File: src/sv/llf_pkg.sv
`default_nettype none

package llf_pkg;

  // Default pool size and stored value width.
  localparam int NODES_DEF      = 16;
  localparam int VALUE_BITS_DEF = 32;

  // Fixed field widths on the streaming ports.
  localparam int VALUE_W    = 32;
  localparam int COUNT_W    = 4;
  localparam int STATUS_W   = 2;
  localparam int OUT_DATA_W = VALUE_W + 2 * COUNT_W;

  // Request kinds carried on the input tuser.
  typedef enum logic {
    OP_ENQ = 1'b0,
    OP_DEQ = 1'b1
  } op_e;

  // Result status carried on the output tuser.
  typedef enum logic [STATUS_W-1:0] {
    ST_OK    = 2'd0,
    ST_EMPTY = 2'd1,
    ST_FULL  = 2'd2
  } status_e;

  // Commands from the controller to the datapath.
  typedef struct packed {
    logic issue;   // request accepted: latch it and start the memory reads
    logic commit;  // read data is valid: update state and load the result
  } cmd_t;

endpackage

`default_nettype wire

File: src/sv/llf_ram.sv
`default_nettype none

module llf_ram #(
  parameter int WIDTH = 32,
  parameter int DEPTH = 16
) (
  input  wire logic                     clk_i,
  input  wire logic                     we_i,
  input  wire logic [$clog2(DEPTH)-1:0] waddr_i,
  input  wire logic [WIDTH-1:0]         wdata_i,
  input  wire logic                     re_i,
  input  wire logic [$clog2(DEPTH)-1:0] raddr_i,
  output logic      [WIDTH-1:0]         rdata_o
);

  logic [WIDTH-1:0] mem_q [DEPTH];

  // One write port, one read port with registered data.
  always_ff @(posedge clk_i) begin
    if (we_i) begin
      mem_q[waddr_i] <= wdata_i;
    end
    if (re_i) begin
      rdata_o <= mem_q[raddr_i];
    end
  end

endmodule

`default_nettype wire

File: src/sv/llf_ctrl.sv
`default_nettype none

module llf_ctrl (
  input  wire logic          clk_i,
  input  wire logic          rst_ni,
  input  wire logic          in_valid_i,
  output logic               in_ready_o,
  output logic               out_valid_o,
  input  wire logic          out_ready_i,
  output llf_pkg::cmd_t      cmd_o
);

  import llf_pkg::*;

  typedef enum logic [1:0] {
    S_IDLE = 2'b01,
    S_EXEC = 2'b10
  } state_e;

  state_e state_q, state_d;
  logic   out_vld_q, out_vld_d;
  logic   issue, commit;

  // A request is taken only while no other one is in flight.
  assign in_ready_o = (state_q == S_IDLE);
  assign issue      = in_valid_i && in_ready_o;
  // The result is committed once the output register is free or being emptied.
  assign commit     = (state_q == S_EXEC) && (!out_vld_q || out_ready_i);

  assign cmd_o.issue  = issue;
  assign cmd_o.commit = commit;
  assign out_valid_o  = out_vld_q;

  // Next state.
  always_comb begin
    state_d = state_q;
    unique case (state_q)
      S_IDLE: begin
        if (issue) begin
          state_d = S_EXEC;
        end
      end
      S_EXEC: begin
        if (commit) begin
          state_d = S_IDLE;
        end
      end
      default: state_d = S_IDLE;
    endcase
  end

  // Output register occupancy.
  always_comb begin
    out_vld_d = out_vld_q;
    if (commit) begin
      out_vld_d = 1'b1;
    end else if (out_ready_i) begin
      out_vld_d = 1'b0;
    end
  end

  always_ff @(posedge clk_i or negedge rst_ni) begin
    if (!rst_ni) begin
      state_q   <= S_IDLE;
      out_vld_q <= 1'b0;
    end else begin
      state_q   <= state_d;
      out_vld_q <= out_vld_d;
    end
  end

  a_issue_exec : assert property (@(posedge clk_i) disable iff (!rst_ni)
    issue |=> (state_q == S_EXEC))
    else $error("accepted request did not enter execution");

  a_stall_hold : assert property (@(posedge clk_i) disable iff (!rst_ni)
    ((state_q == S_EXEC) && !commit) |=> (state_q == S_EXEC))
    else $error("stalled request left execution");

  a_commit_out : assert property (@(posedge clk_i) disable iff (!rst_ni)
    commit |=> out_vld_q)
    else $error("committed result not presented");

endmodule

`default_nettype wire

File: src/sv/llf_dp.sv
`default_nettype none

module llf_dp #(
  parameter int NODES      = llf_pkg::NODES_DEF,
  parameter int VALUE_BITS = llf_pkg::VALUE_BITS_DEF
) (
  input  wire logic                        clk_i,
  input  wire logic                        rst_ni,
  input  wire llf_pkg::cmd_t               cmd_i,
  input  wire logic                        op_i,
  input  wire logic [llf_pkg::VALUE_W-1:0] value_i,
  output logic [llf_pkg::STATUS_W-1:0]     status_o,
  output logic [llf_pkg::VALUE_W-1:0]      value_out_o,
  output logic [llf_pkg::COUNT_W-1:0]      queued_o,
  output logic [llf_pkg::COUNT_W-1:0]      free_length_o
);

  import llf_pkg::*;

  localparam int IW = $clog2(NODES);
  localparam int CW = $clog2(NODES + 1);

  // List pointers and counts.
  logic [IW-1:0] sent_q, sent_d;
  logic [IW-1:0] tail_q, tail_d;
  logic [IW-1:0] ftop_q, ftop_d;
  logic [IW-1:0] hnext_q, hnext_d;  // copy of the link out of the sentinel
  logic [CW-1:0] fcnt_q, fcnt_d;
  logic [CW-1:0] fresh_q, fresh_d;
  logic [CW-1:0] qcnt_q, qcnt_d;

  // Latched request.
  logic                  op_q;
  logic [VALUE_BITS-1:0] val_q;

  // Memory ports.
  logic                  nx_we;
  logic [IW-1:0]         nx_waddr, nx_wdata, nx_raddr, nx_rdata;
  logic                  vl_we, vl_re;
  logic [IW-1:0]         vl_waddr;
  logic [VALUE_BITS-1:0] vl_rdata;

  logic          have_free, have_fresh;
  logic [IW-1:0] slot;
  status_e       status_d;
  logic [VALUE_W-1:0] vout_d;

  llf_ram #(.WIDTH(IW), .DEPTH(NODES)) u_next_ram (
    .clk_i   (clk_i),
    .we_i    (nx_we),
    .waddr_i (nx_waddr),
    .wdata_i (nx_wdata),
    .re_i    (cmd_i.issue),
    .raddr_i (nx_raddr),
    .rdata_o (nx_rdata)
  );

  llf_ram #(.WIDTH(VALUE_BITS), .DEPTH(NODES)) u_value_ram (
    .clk_i   (clk_i),
    .we_i    (vl_we),
    .waddr_i (vl_waddr),
    .wdata_i (val_q),
    .re_i    (vl_re),
    .raddr_i (hnext_q),
    .rdata_o (vl_rdata)
  );

  // Reads at accept: a dequeue fetches the first value and the link after it,
  // an enqueue fetches the link below the free-list top.
  assign nx_raddr = (op_i == OP_DEQ) ? hnext_q : ftop_q;
  assign vl_re    = cmd_i.issue && (op_i == OP_DEQ);

  assign have_free  = (fcnt_q != '0);
  assign have_fresh = (fresh_q < CW'(NODES));
  assign slot       = have_free ? ftop_q : fresh_q[IW-1:0];

  // State update at commit.
  always_comb begin
    sent_d   = sent_q;
    tail_d   = tail_q;
    ftop_d   = ftop_q;
    hnext_d  = hnext_q;
    fcnt_d   = fcnt_q;
    fresh_d  = fresh_q;
    qcnt_d   = qcnt_q;
    nx_we    = 1'b0;
    nx_waddr = tail_q;
    nx_wdata = slot;
    vl_we    = 1'b0;
    vl_waddr = slot;
    status_d = ST_OK;
    vout_d   = '0;
    if (op_q == OP_ENQ) begin
      if (have_free || have_fresh) begin
        vl_we  = cmd_i.commit;
        nx_we  = cmd_i.commit;
        tail_d = slot;
        qcnt_d = qcnt_q + CW'(1);
        if (qcnt_q == '0) begin
          hnext_d = slot;
        end
        if (have_free) begin
          ftop_d = nx_rdata;
          fcnt_d = fcnt_q - CW'(1);
        end else begin
          fresh_d = fresh_q + CW'(1);
        end
      end else begin
        status_d = ST_FULL;
      end
    end else begin
      if (qcnt_q == '0) begin
        status_d = ST_EMPTY;
      end else begin
        // Old sentinel goes on the free list, first node becomes sentinel.
        vout_d   = VALUE_W'(vl_rdata);
        sent_d   = hnext_q;
        hnext_d  = nx_rdata;
        nx_we    = cmd_i.commit;
        nx_waddr = sent_q;
        nx_wdata = ftop_q;
        ftop_d   = sent_q;
        fcnt_d   = fcnt_q + CW'(1);
        qcnt_d   = qcnt_q - CW'(1);
      end
    end
  end

  always_ff @(posedge clk_i or negedge rst_ni) begin
    if (!rst_ni) begin
      sent_q  <= '0;
      tail_q  <= '0;
      ftop_q  <= '0;
      hnext_q <= '0;
      fcnt_q  <= '0;
      fresh_q <= CW'(1);
      qcnt_q  <= '0;
    end else if (cmd_i.commit) begin
      sent_q  <= sent_d;
      tail_q  <= tail_d;
      ftop_q  <= ftop_d;
      hnext_q <= hnext_d;
      fcnt_q  <= fcnt_d;
      fresh_q <= fresh_d;
      qcnt_q  <= qcnt_d;
    end
  end

  // Request and result payload.
  always_ff @(posedge clk_i) begin
    if (cmd_i.issue) begin
      op_q  <= op_i;
      val_q <= VALUE_BITS'(value_i);
    end
    if (cmd_i.commit) begin
      status_o      <= status_d;
      value_out_o   <= vout_d;
      queued_o      <= COUNT_W'(qcnt_d);
      free_length_o <= COUNT_W'(fcnt_d);
    end
  end

  // Every used node is queued, free, or the sentinel.
  a_node_count : assert property (@(posedge clk_i) disable iff (!rst_ni)
    ({1'b0, fresh_q} == ({1'b0, qcnt_q} + {1'b0, fcnt_q} + (CW + 1)'(1))))
    else $error("node accounting broken");

  a_empty_tail : assert property (@(posedge clk_i) disable iff (!rst_ni)
    (qcnt_q == '0) |-> (tail_q == sent_q))
    else $error("empty queue with tail away from sentinel");

  a_deq_advance : assert property (@(posedge clk_i) disable iff (!rst_ni)
    (cmd_i.commit && (op_q == OP_DEQ) && (qcnt_q != '0)) |=>
      (sent_q == $past(hnext_q)))
    else $error("dequeue did not advance the sentinel");

endmodule

`default_nettype wire

File: src/sv/linked_list_fifo_with_free_list_top.sv
`default_nettype none

// Linked-list FIFO in a pool of NODES nodes with a sentinel and a free list.
// Each request (tuser 0 = enqueue tdata, 1 = dequeue) gives one result: status
// on tuser (0 ok, 1 dequeue on empty, 2 enqueue with pool full), and on tdata
// the dequeued value (zero otherwise) and the low four bits of the queued and
// free-list counts after the request. Node memory is read at the accept edge
// and the links and indices are written back at the commit edge, once read
// data is ready; a result not yet taken at the output holds back that commit.
// No clearing pass follows reset.
module linked_list_fifo_with_free_list_top #(
  parameter int NODES      = llf_pkg::NODES_DEF,
  parameter int VALUE_BITS = llf_pkg::VALUE_BITS_DEF
) (
  input  wire logic                           clk_i,
  input  wire logic                           rst_ni,
  input  wire logic                           s_axis_tvalid,
  output logic                                s_axis_tready,
  input  wire logic [llf_pkg::VALUE_W-1:0]    s_axis_tdata,  // value
  input  wire logic                           s_axis_tuser,  // operation
  output logic                                m_axis_tvalid,
  input  wire logic                           m_axis_tready,
  output logic [llf_pkg::OUT_DATA_W-1:0]      m_axis_tdata,  // value_out, queued, free_length
  output logic [llf_pkg::STATUS_W-1:0]        m_axis_tuser   // status
);

  import llf_pkg::*;

  cmd_t cmd;

  llf_ctrl u_ctrl (
    .clk_i       (clk_i),
    .rst_ni      (rst_ni),
    .in_valid_i  (s_axis_tvalid),
    .in_ready_o  (s_axis_tready),
    .out_valid_o (m_axis_tvalid),
    .out_ready_i (m_axis_tready),
    .cmd_o       (cmd)
  );

  llf_dp #(
    .NODES      (NODES),
    .VALUE_BITS (VALUE_BITS)
  ) u_dp (
    .clk_i         (clk_i),
    .rst_ni        (rst_ni),
    .cmd_i         (cmd),
    .op_i          (s_axis_tuser),
    .value_i       (s_axis_tdata),
    .status_o      (m_axis_tuser),
    .value_out_o   (m_axis_tdata[VALUE_W-1:0]),
    .queued_o      (m_axis_tdata[VALUE_W+COUNT_W-1:VALUE_W]),
    .free_length_o (m_axis_tdata[OUT_DATA_W-1:VALUE_W+COUNT_W])
  );

endmodule

`default_nettype wire

File: config.mk
export PLATFORM = sky130hd
export DESIGN_NAME = linked_list_fifo_with_free_list_top
export DESIGN_NICKNAME = d
export VERILOG_FILES = /design/src/sv/llf_pkg.sv /design/src/sv/llf_ram.sv /design/src/sv/llf_ctrl.sv /design/src/sv/llf_dp.sv /design/src/sv/linked_list_fifo_with_free_list_top.sv
export SDC_FILE = /design/constraint.sdc
export NUM_CORES = 1
export LEC_CHECK = 0
export BUFFER_PORTS_ARGS = -buffer_cell sky130_fd_sc_hd__clkbuf_2
export CORE_ASPECT_RATIO = 1.4
export CORE_MARGIN = 4
export CORE_UTILIZATION = 42
export CTS_BUF_LIST = sky130_fd_sc_hd__clkbuf_8
export CTS_CLUSTER_DIAMETER = 120
export DETAILED_ROUTE_END_ITERATION = 8
export GPL_ROUTABILITY_DRIVEN = 0
export MAX_ROUTING_LAYER = met4
export PLACE_DENSITY = 0.61
export REMOVE_ABC_BUFFERS = 1
export SLEW_MARGIN = 20
export SYNTH_ARGS = -nofsm -noshare
export SYNTH_HDL_FRONTEND = slang
export SYNTH_HIERARCHICAL = 1
export SYNTH_SLANG_ARGS = --single-unit
File: constraint.sdc
create_clock -name clk_i -period 6.94 [get_ports clk_i]
set_clock_uncertainty 0.1 [all_clocks]
set_input_delay 0 -clock clk_i [delete_from_list [all_inputs] [get_ports clk_i]]
set_output_delay 0 -clock clk_i [all_outputs]
set_load 0.01 [all_outputs]
==> run metrics, run 1 <==
Critical Path RT 7.16 ns; combinational share of power about a fifth; pwr dens roughly 340 nW/um^2; Mean Syn Cell Area 21.0 um^2; H-tree levels 3; Net Sw Power between 3 and 4 mW; largest net degree at the start of global routing 91; Synth Area in Simple Gates about 3.7%; total track usage 17.0%; multiplexer area fraction after synthesis a little over an eighth; 1st-pass router iterations 5; Final Routed Wirelength ~57 mm; Post-DRT Antenna Nets 0; final hold vios 0; critical path cell sequence dlygate4sd3_1 > clkbuf_2 > dlygate4sd3_1 > nand2b_1 > nor2b_4 > buf_4 > nand2_1 > nor2_1 > or2_1 > or3b_2 > nor3_1; row cnt between 100 and 150; nets approximately 1600; CP top delay family simple AND/OR/NAND/NOR gates; Sink Count 721; core area roughly 65000 um^2; xor and xnor area share after synthesis less than 1%; register area share after synthesis 77.8%; largest cells by area after synthesis edfxtp_1, mux4_2, dfrtp_1, a22oi_1, mux4_1; CTS tree yes; Clock Pin Slew Worst Setup and Hold Paths about 0.06 ns; clock latency reported for the late side of the worst-skew pair approximately 0.71 ns; max frequency about 260 MHz; Worst path slowest cell buf_4; hold crit path type in -> reg; crit path DAT roughly 4.1 ns; normalized max-slew margin a little over a fifth; initial antenna violation count 1; die area between 60000 and 70000 um^2; die width roughly 220 um; Post-Layout Cell Count roughly 2500; YS warnings 6; placed cell count 2202; Post-Syn Area 27600 um^2; Initial Utilization approximately 42%; TritonCTS Buffers 105; setup ws final approximately 3.0 ns; I/O Buffers 80; first-pass GRT wire length roughly 88 mm; total power around 11 mW; Area Growth Syn to Fin 15.3%; Int Pwr approximately 7.6 mW; unrepaired setup endpoints after global routing no; Top Ports 81; Post-synth EDFFs about 690; crit-path max cell delay just under 0.7 ns; Synth Register Bits roughly 700; status completed; share of layout cells above drive strength 1 a little over a quarter; clock network fraction of total power between 20% and 30%; Slew Limit Fails 0; top cell type's share of synthesized area about 75%; CTS Buffer Depth 3; power share of the sequential group between 50% and 60%; post-synthesis compound-gate area fraction ~3.1%; largest family of logic cells by synthesized area multiplexers; Iter 0 DRT Violations approximately 1100; CTS Root Cell clkbuf_8; minimum clock period 3.91 ns; DP Wirelength 31.9 mm; drt via density between 5 and 6; critical path's most frequent cell dlygate4sd3_1; DRC viols 0; worst slew pin tran 1.17 ns; most used flip-flop cell after synthesis edfxtp_1; CP Capture Type register; crit share post-route a little under three fifths; drt wl/cell between 20 and 25 um; Worst Path Buf+Inv 4; vias in the first global route 14600; maxcap violations 0; final setup fails 0; # Post-CTS Setup Buffers 0; CP Class in -> reg; Synth Area in Adders less than 1%; DR vias around 13000; count of different cell masters after synthesis 60; IR drop worst, VDD about 270 uV; Die Span Y roughly 310 um; Mapped Cells between 1000 and 1500; grt total ovfl 0; cell accounting for the most synthesized area edfxtp_1; ys async rst share roughly 4.7%; Lkg Pwr roughly 10 nW; critical path fanouts, max 61; final hold slack 0.108 ns; Placement Setup Slack 3.05 ns; switching part of the total 28.5%; crit start category primary input
-- cells in the final DEF (no fill, tap or decap), drive strengths merged, types with 21 or more instances in the layout --
master / Yosys / layout
clkinv: 0 / 41
mux2: 21 / 21
buf: 38 / 31
clkbuf: 28 / 187
mux4: 144 / 144
nand2: 53 / 53
nor2: 42 / 42
and2: 34 / 34
dfrtp: 32 / 32
inv: 13 / 46
dlygate4sd3: 0 / 72
a22oi: 68 / 68
edfxtp: 687 / 687
-- final timing paths --
path,from,endpoint,slack (ns),depth (start not counted)
setup / recovery,m_axis_tready,u_dp/u_next_ram/mem_q[0][0],3.03,11
min in group asynchronous,rst_ni,u_dp/fresh_q[0],0.35,3
hold / removal,s_axis_tuser,u_dp/op_q,0.11,2
setup reg to reg,u_ctrl/state_q[0],u_dp/u_next_ram/mem_q[0][0],3.09,8
max in group asynchronous,rst_ni,u_dp/hnext_q[0],6.10,4
hold reg to reg,u_dp/fresh_q[3],u_dp/fresh_q[3],0.42,1
-- registers in the layout (all words and copies together) (netlist names), 5 cells and up --
signal / flops
u_dp/fresh_q: 5
u_dp/u_value_ram/rdata_o: 32
u_dp/val_q: 32
u_dp/u_next_ram/mem_q: 64
u_dp/value_out_o: 32
u_dp/fcnt_q: 5
u_dp/u_value_ram/mem_q: 512
u_dp/qcnt_q: 5
-- logic make-up (layout without fill, tap and decap cells) --
family | count (synthesis) | after routing
adder cells (fa/ha/maj) | 7 | 7
buffers and inverters | 79 | 383
other | 0 | 1
XOR/XNOR | 12 | 12
AND/OR/NAND/NOR | 196 | 196
multiplexers | 176 | 176
flip-flops | 721 | 721
AO/OA/AOI/OAI | 123 | 123
-- power groups by stage --
stage	Clock, mW	Sequential, mW	Combinational, mW
after CTS	3.13	5.42	2.31
after global placement	0	5.50	2.26
after detailed placement	0	5.51	2.27
final	3.02	5.41	2.27
after floorplan	0	5.53	1.68
after global routing	3.34	5.45	2.45
-- cell usage after synthesis, types with 2 or more instances --
cell and number:
o31ai_1 3, xor2_1 4, nor3_1 12, a21oi_1 18, nand3_1 17, nor2b_1 8
a211oi_1 2, mux4_2 130, mux2i_1 10, or4b_4 2, and3_1 2, mux2_1 2
mux2_2 19, mux4_1 14, or3b_2 2, nor2_1 42, dfstp_2 2, buf_2 7
buf_1 11, dfrtp_1 32, inv_2 2, edfxtp_1 687, o211ai_1 3, o21ai_0 10
a21boi_0 2, xnor2_1 8, buf_4 14, and2_1 34, nand4_1 3, nand3b_1 5
ha_1 7, clkbuf_1 28, nand2_1 53, nor3b_1 2, buf_6 5, a22oi_1 68
a2bb2oi_1 2, nand2b_1 8, inv_1 11, o21ai_1 3
-- area by class of cell --
cell class | instances | area [um^2]
clock buffer | 107 | 1470
fill | 5401 | 33400
tap | 847 | 1060
sequential | 721 | 21500
inverter | 13 | 48.8
antenna | 1 | 2.50
clock inverter | 80 | 383
multi-input combinational | 514 | 5870
timing repair buffer | 183 | 1520
-- through the flow --
stage / util, % / instance area, um^2 / TNS, ns
after CTS: 48.7 / 31800 / 0
after floorplan: - / 27300 / -34.62
after global placement: 44.5 / 29000 / 0
after detailed placement: 44.7 / 29200 / 0
final: 48.8 / 31800 / 0
after global routing: 48.8 / 31800 / 0
-- per-layer routing --
| layer | vias up | GRT usage [%] | routed length [um] |
|---|---|---|---|
| li1 | 5867 | - | - |
| met1 | 6939 | 19.9 | 22100 |
| met2 | 374 | 29.9 | 31000 |
| met3 | 90 | 2.86 | 2810 |
| met4 | 0 | 5.64 | 1420 |
| met5 | - | - | 0 |
-- repair_timing --
action	CTS	global route
resized for setup	0	0
hold buffers	73	0
hold endpoints to repair	102	0
(Power assumes the default switching activity.)
==> run 2: changes to the inputs <==
- PLACE_DENSITY: 0.61 -> 0.64
- clock period: 6.94 -> 3.4 ns (I/O delays scaled with it)
==> run 2 against run 1 <==
  * Routed wire length increased by 1.6%
  * Cell area up 1.2%
  * Setup slack worse by 2.8 ns
  * Non-clock buffer count increased by 25
  * Via count grew 0.32%
  * Sequential cell count unchanged
  * Count of clock-buffer cells in the layout rose by 5
  * Worst hold slack worse by 0.0075 ns
  * Critical path type is now reg -> reg
  * Critical endpoint is now u_dp/u_value_ram/mem_q[2][21]
  * Largest cell class unchanged
==> run metrics, run 2 (synthesized netlist as in run 1, its figures left out) <==
status completed; CTS Buffer Depth 3; maxcap violations 0; clock latency reported for the late side of the worst-skew pair 0.73 ns; # Post-CTS Setup Buffers 0; IR drop worst, VDD ~520 uV; first-pass GRT wire length 88.4 mm; Clock Pin Slew Worst Setup and Hold Paths around 0.060 ns; crit path DAT between 3 and 4 ns; Top Ports 81; switching part of the total around 29%; Reg2Reg Depth 9; Crit. Startpoint u_dp/fcnt_q[1]; nets approximately 1600; most frequent cells in the layout edfxtp_1, mux4_2, clkbuf_8, clkbuf_2, dlygate4sd3_1; CP Capture Type register; area taken by flip-flops and latches around 21000 um^2; Critical Path RT between 3 and 4 ns; Net Sw Power 6.40 mW; Critical Path Sink u_dp/u_value_ram/mem_q[2][21]; unrepaired setup endpoints after global routing no; pwr dens just under 700 nW/um^2; combinational share of power approximately 23%; CP Class reg -> reg; drt wl/cell between 20 and 25 um; Design Area, Final 32200 um^2; Die Span Y 311 um; power share of the sequential group between 40% and 50%; vias in the first global route 14300; total track usage ~17%; FF-to-FF setup slack 0.22 ns; DP Wirelength roughly 36 mm; initial antenna violation count 5; commonest non-fill, non-tap cell in the layout edfxtp_1; DR vias around 13000; Lkg Pwr 10.6 nW; normalized max-slew margin 26.7%; placed cell count ~2200; CTS tree yes; # fillers around 5300; critical path fanouts, max 24; R2R Path End u_dp/u_value_ram/mem_q[2][21]; crit start category register; Area Growth Syn to Fin 16.7%; DRC viols 0; core area about 65000 um^2; Slew Limit Fails 0; 1st-pass router iterations 7; Final Routed Wirelength ~58 mm; Setup TNS Final 0 ns; TritonCTS Buffers between 100 and 150; clock network fraction of total power roughly 28%; hold crit path type in -> reg; Biggest register u_dp/u_value_ram/mem_q; share of layout cells above drive strength 1 around 28%; H-tree levels 3; setup ws final between 0.2 and 0.25 ns; Util after Layout approximately half; multi-input logic area between 5000 and 6000 um^2; Post-DRT Antenna Nets 0; die width between 200 and 250 um; Iter 0 DRT Violations 840; max reg flops about 510; drt via density roughly 5.3; worst slew pin tran ~1.1 ns; RR Startpoint u_dp/fcnt_q[1]; Placed Area 29600 um^2; max frequency between 300 and 400 MHz; biggest regs u_dp/u_value_ram/mem_q x512, u_dp/u_next_ram/mem_q x64; Initial Utilization 42.3%; I/O Buffers 80; CTS Root Cell clkbuf_8; die area 70000 um^2; largest net degree at the start of global routing 58; final setup fails 0; row cnt between 100 and 150; Post-Layout Cell Count 2497; final hold vios 0; crit share post-route between 90% and 100%; Int Pwr ~16 mW; minimum clock period around 3.2 ns; Placement Setup Slack 0.249 ns; grt total ovfl 0; Sink Count 721
==> run 2: per-stage QoR <==
stage / power, mW / hold slack, ns
finish: 22.4 / 0.100
global route: 23.5 / 0.0712
detailed placement: 16.2 / 0.0786
CTS: 22.7 / 0.0163
floorplan: 14.4 / -0.396
global placement: 16.2 / 0.0614
==> run 2: per-layer routing <==
metal  share of wire (%)  up-vias  track usage, %
li1                    -     5922               -
met1                  39     6960            20.6
met2                  54      333            30.0
met3                 4.6       97            2.88
met4                 2.3        0            5.46
met5                   0        -               -
==> run 2: power by group through the flow <==
stage / Clock [mW] / Sequential [mW] / Combinational [mW]
after floorplan: 0 / 11.2 / 3.18
after global placement: 0 / 11.1 / 5.06
after detailed placement: 0 / 11.1 / 5.11
after CTS: 6.57 / 10.9 / 5.18
after global routing: 7.01 / 11.0 / 5.48
final: 6.37 / 10.9 / 5.08
==> run 2: area by class of cell <==
class                           instances  share of cell area, %
Antenna cell                            5                 0.0388
Clock buffer                          112                   4.78
Clock inverter                         77                   1.23
Inverter                               13                  0.151
Multi-Input combinational cell        514                   18.2
Sequential cell                       721                   66.7
Tap cell                              847                   3.29
Timing Repair Buffer                  208                   5.67
==> run 2: worst min path at each step <==
stage                                    end       startpoint  slack [ns]  cells past startpoint
after floorplan           u_ctrl/out_valid_o           rst_ni       -0.40                      0
after global routing               u_dp/op_q     s_axis_tuser        0.07                      2
after global placement     u_ctrl/state_q[0]    s_axis_tvalid        0.06                      2
final                     u_ctrl/out_valid_o    m_axis_tready        0.10                      4
after CTS                          u_dp/op_q     s_axis_tuser        0.02                      2
after detailed placement       u_dp/val_q[4]  s_axis_tdata[4]        0.08                      1
==> run 2: timing repair <==
action                                  CTS  global route
resized for setup                         0             0
hold buffers                             72             0
endpoints found under the setup margin    0             0
endpoints found under the hold margin    82             0
==> run 2: worst max-delay path: stages, from the launching register on <==
cell,delay (ns)
dfrtp_1,0.46
inv_1,0.11
ha_1,0.21
nor4b_4,0.30
buf_4,0.24
mux2i_1,0.34
inv_1,0.24
nand2b_1,0.37
nor2_4,0.26
buf_12,0.22
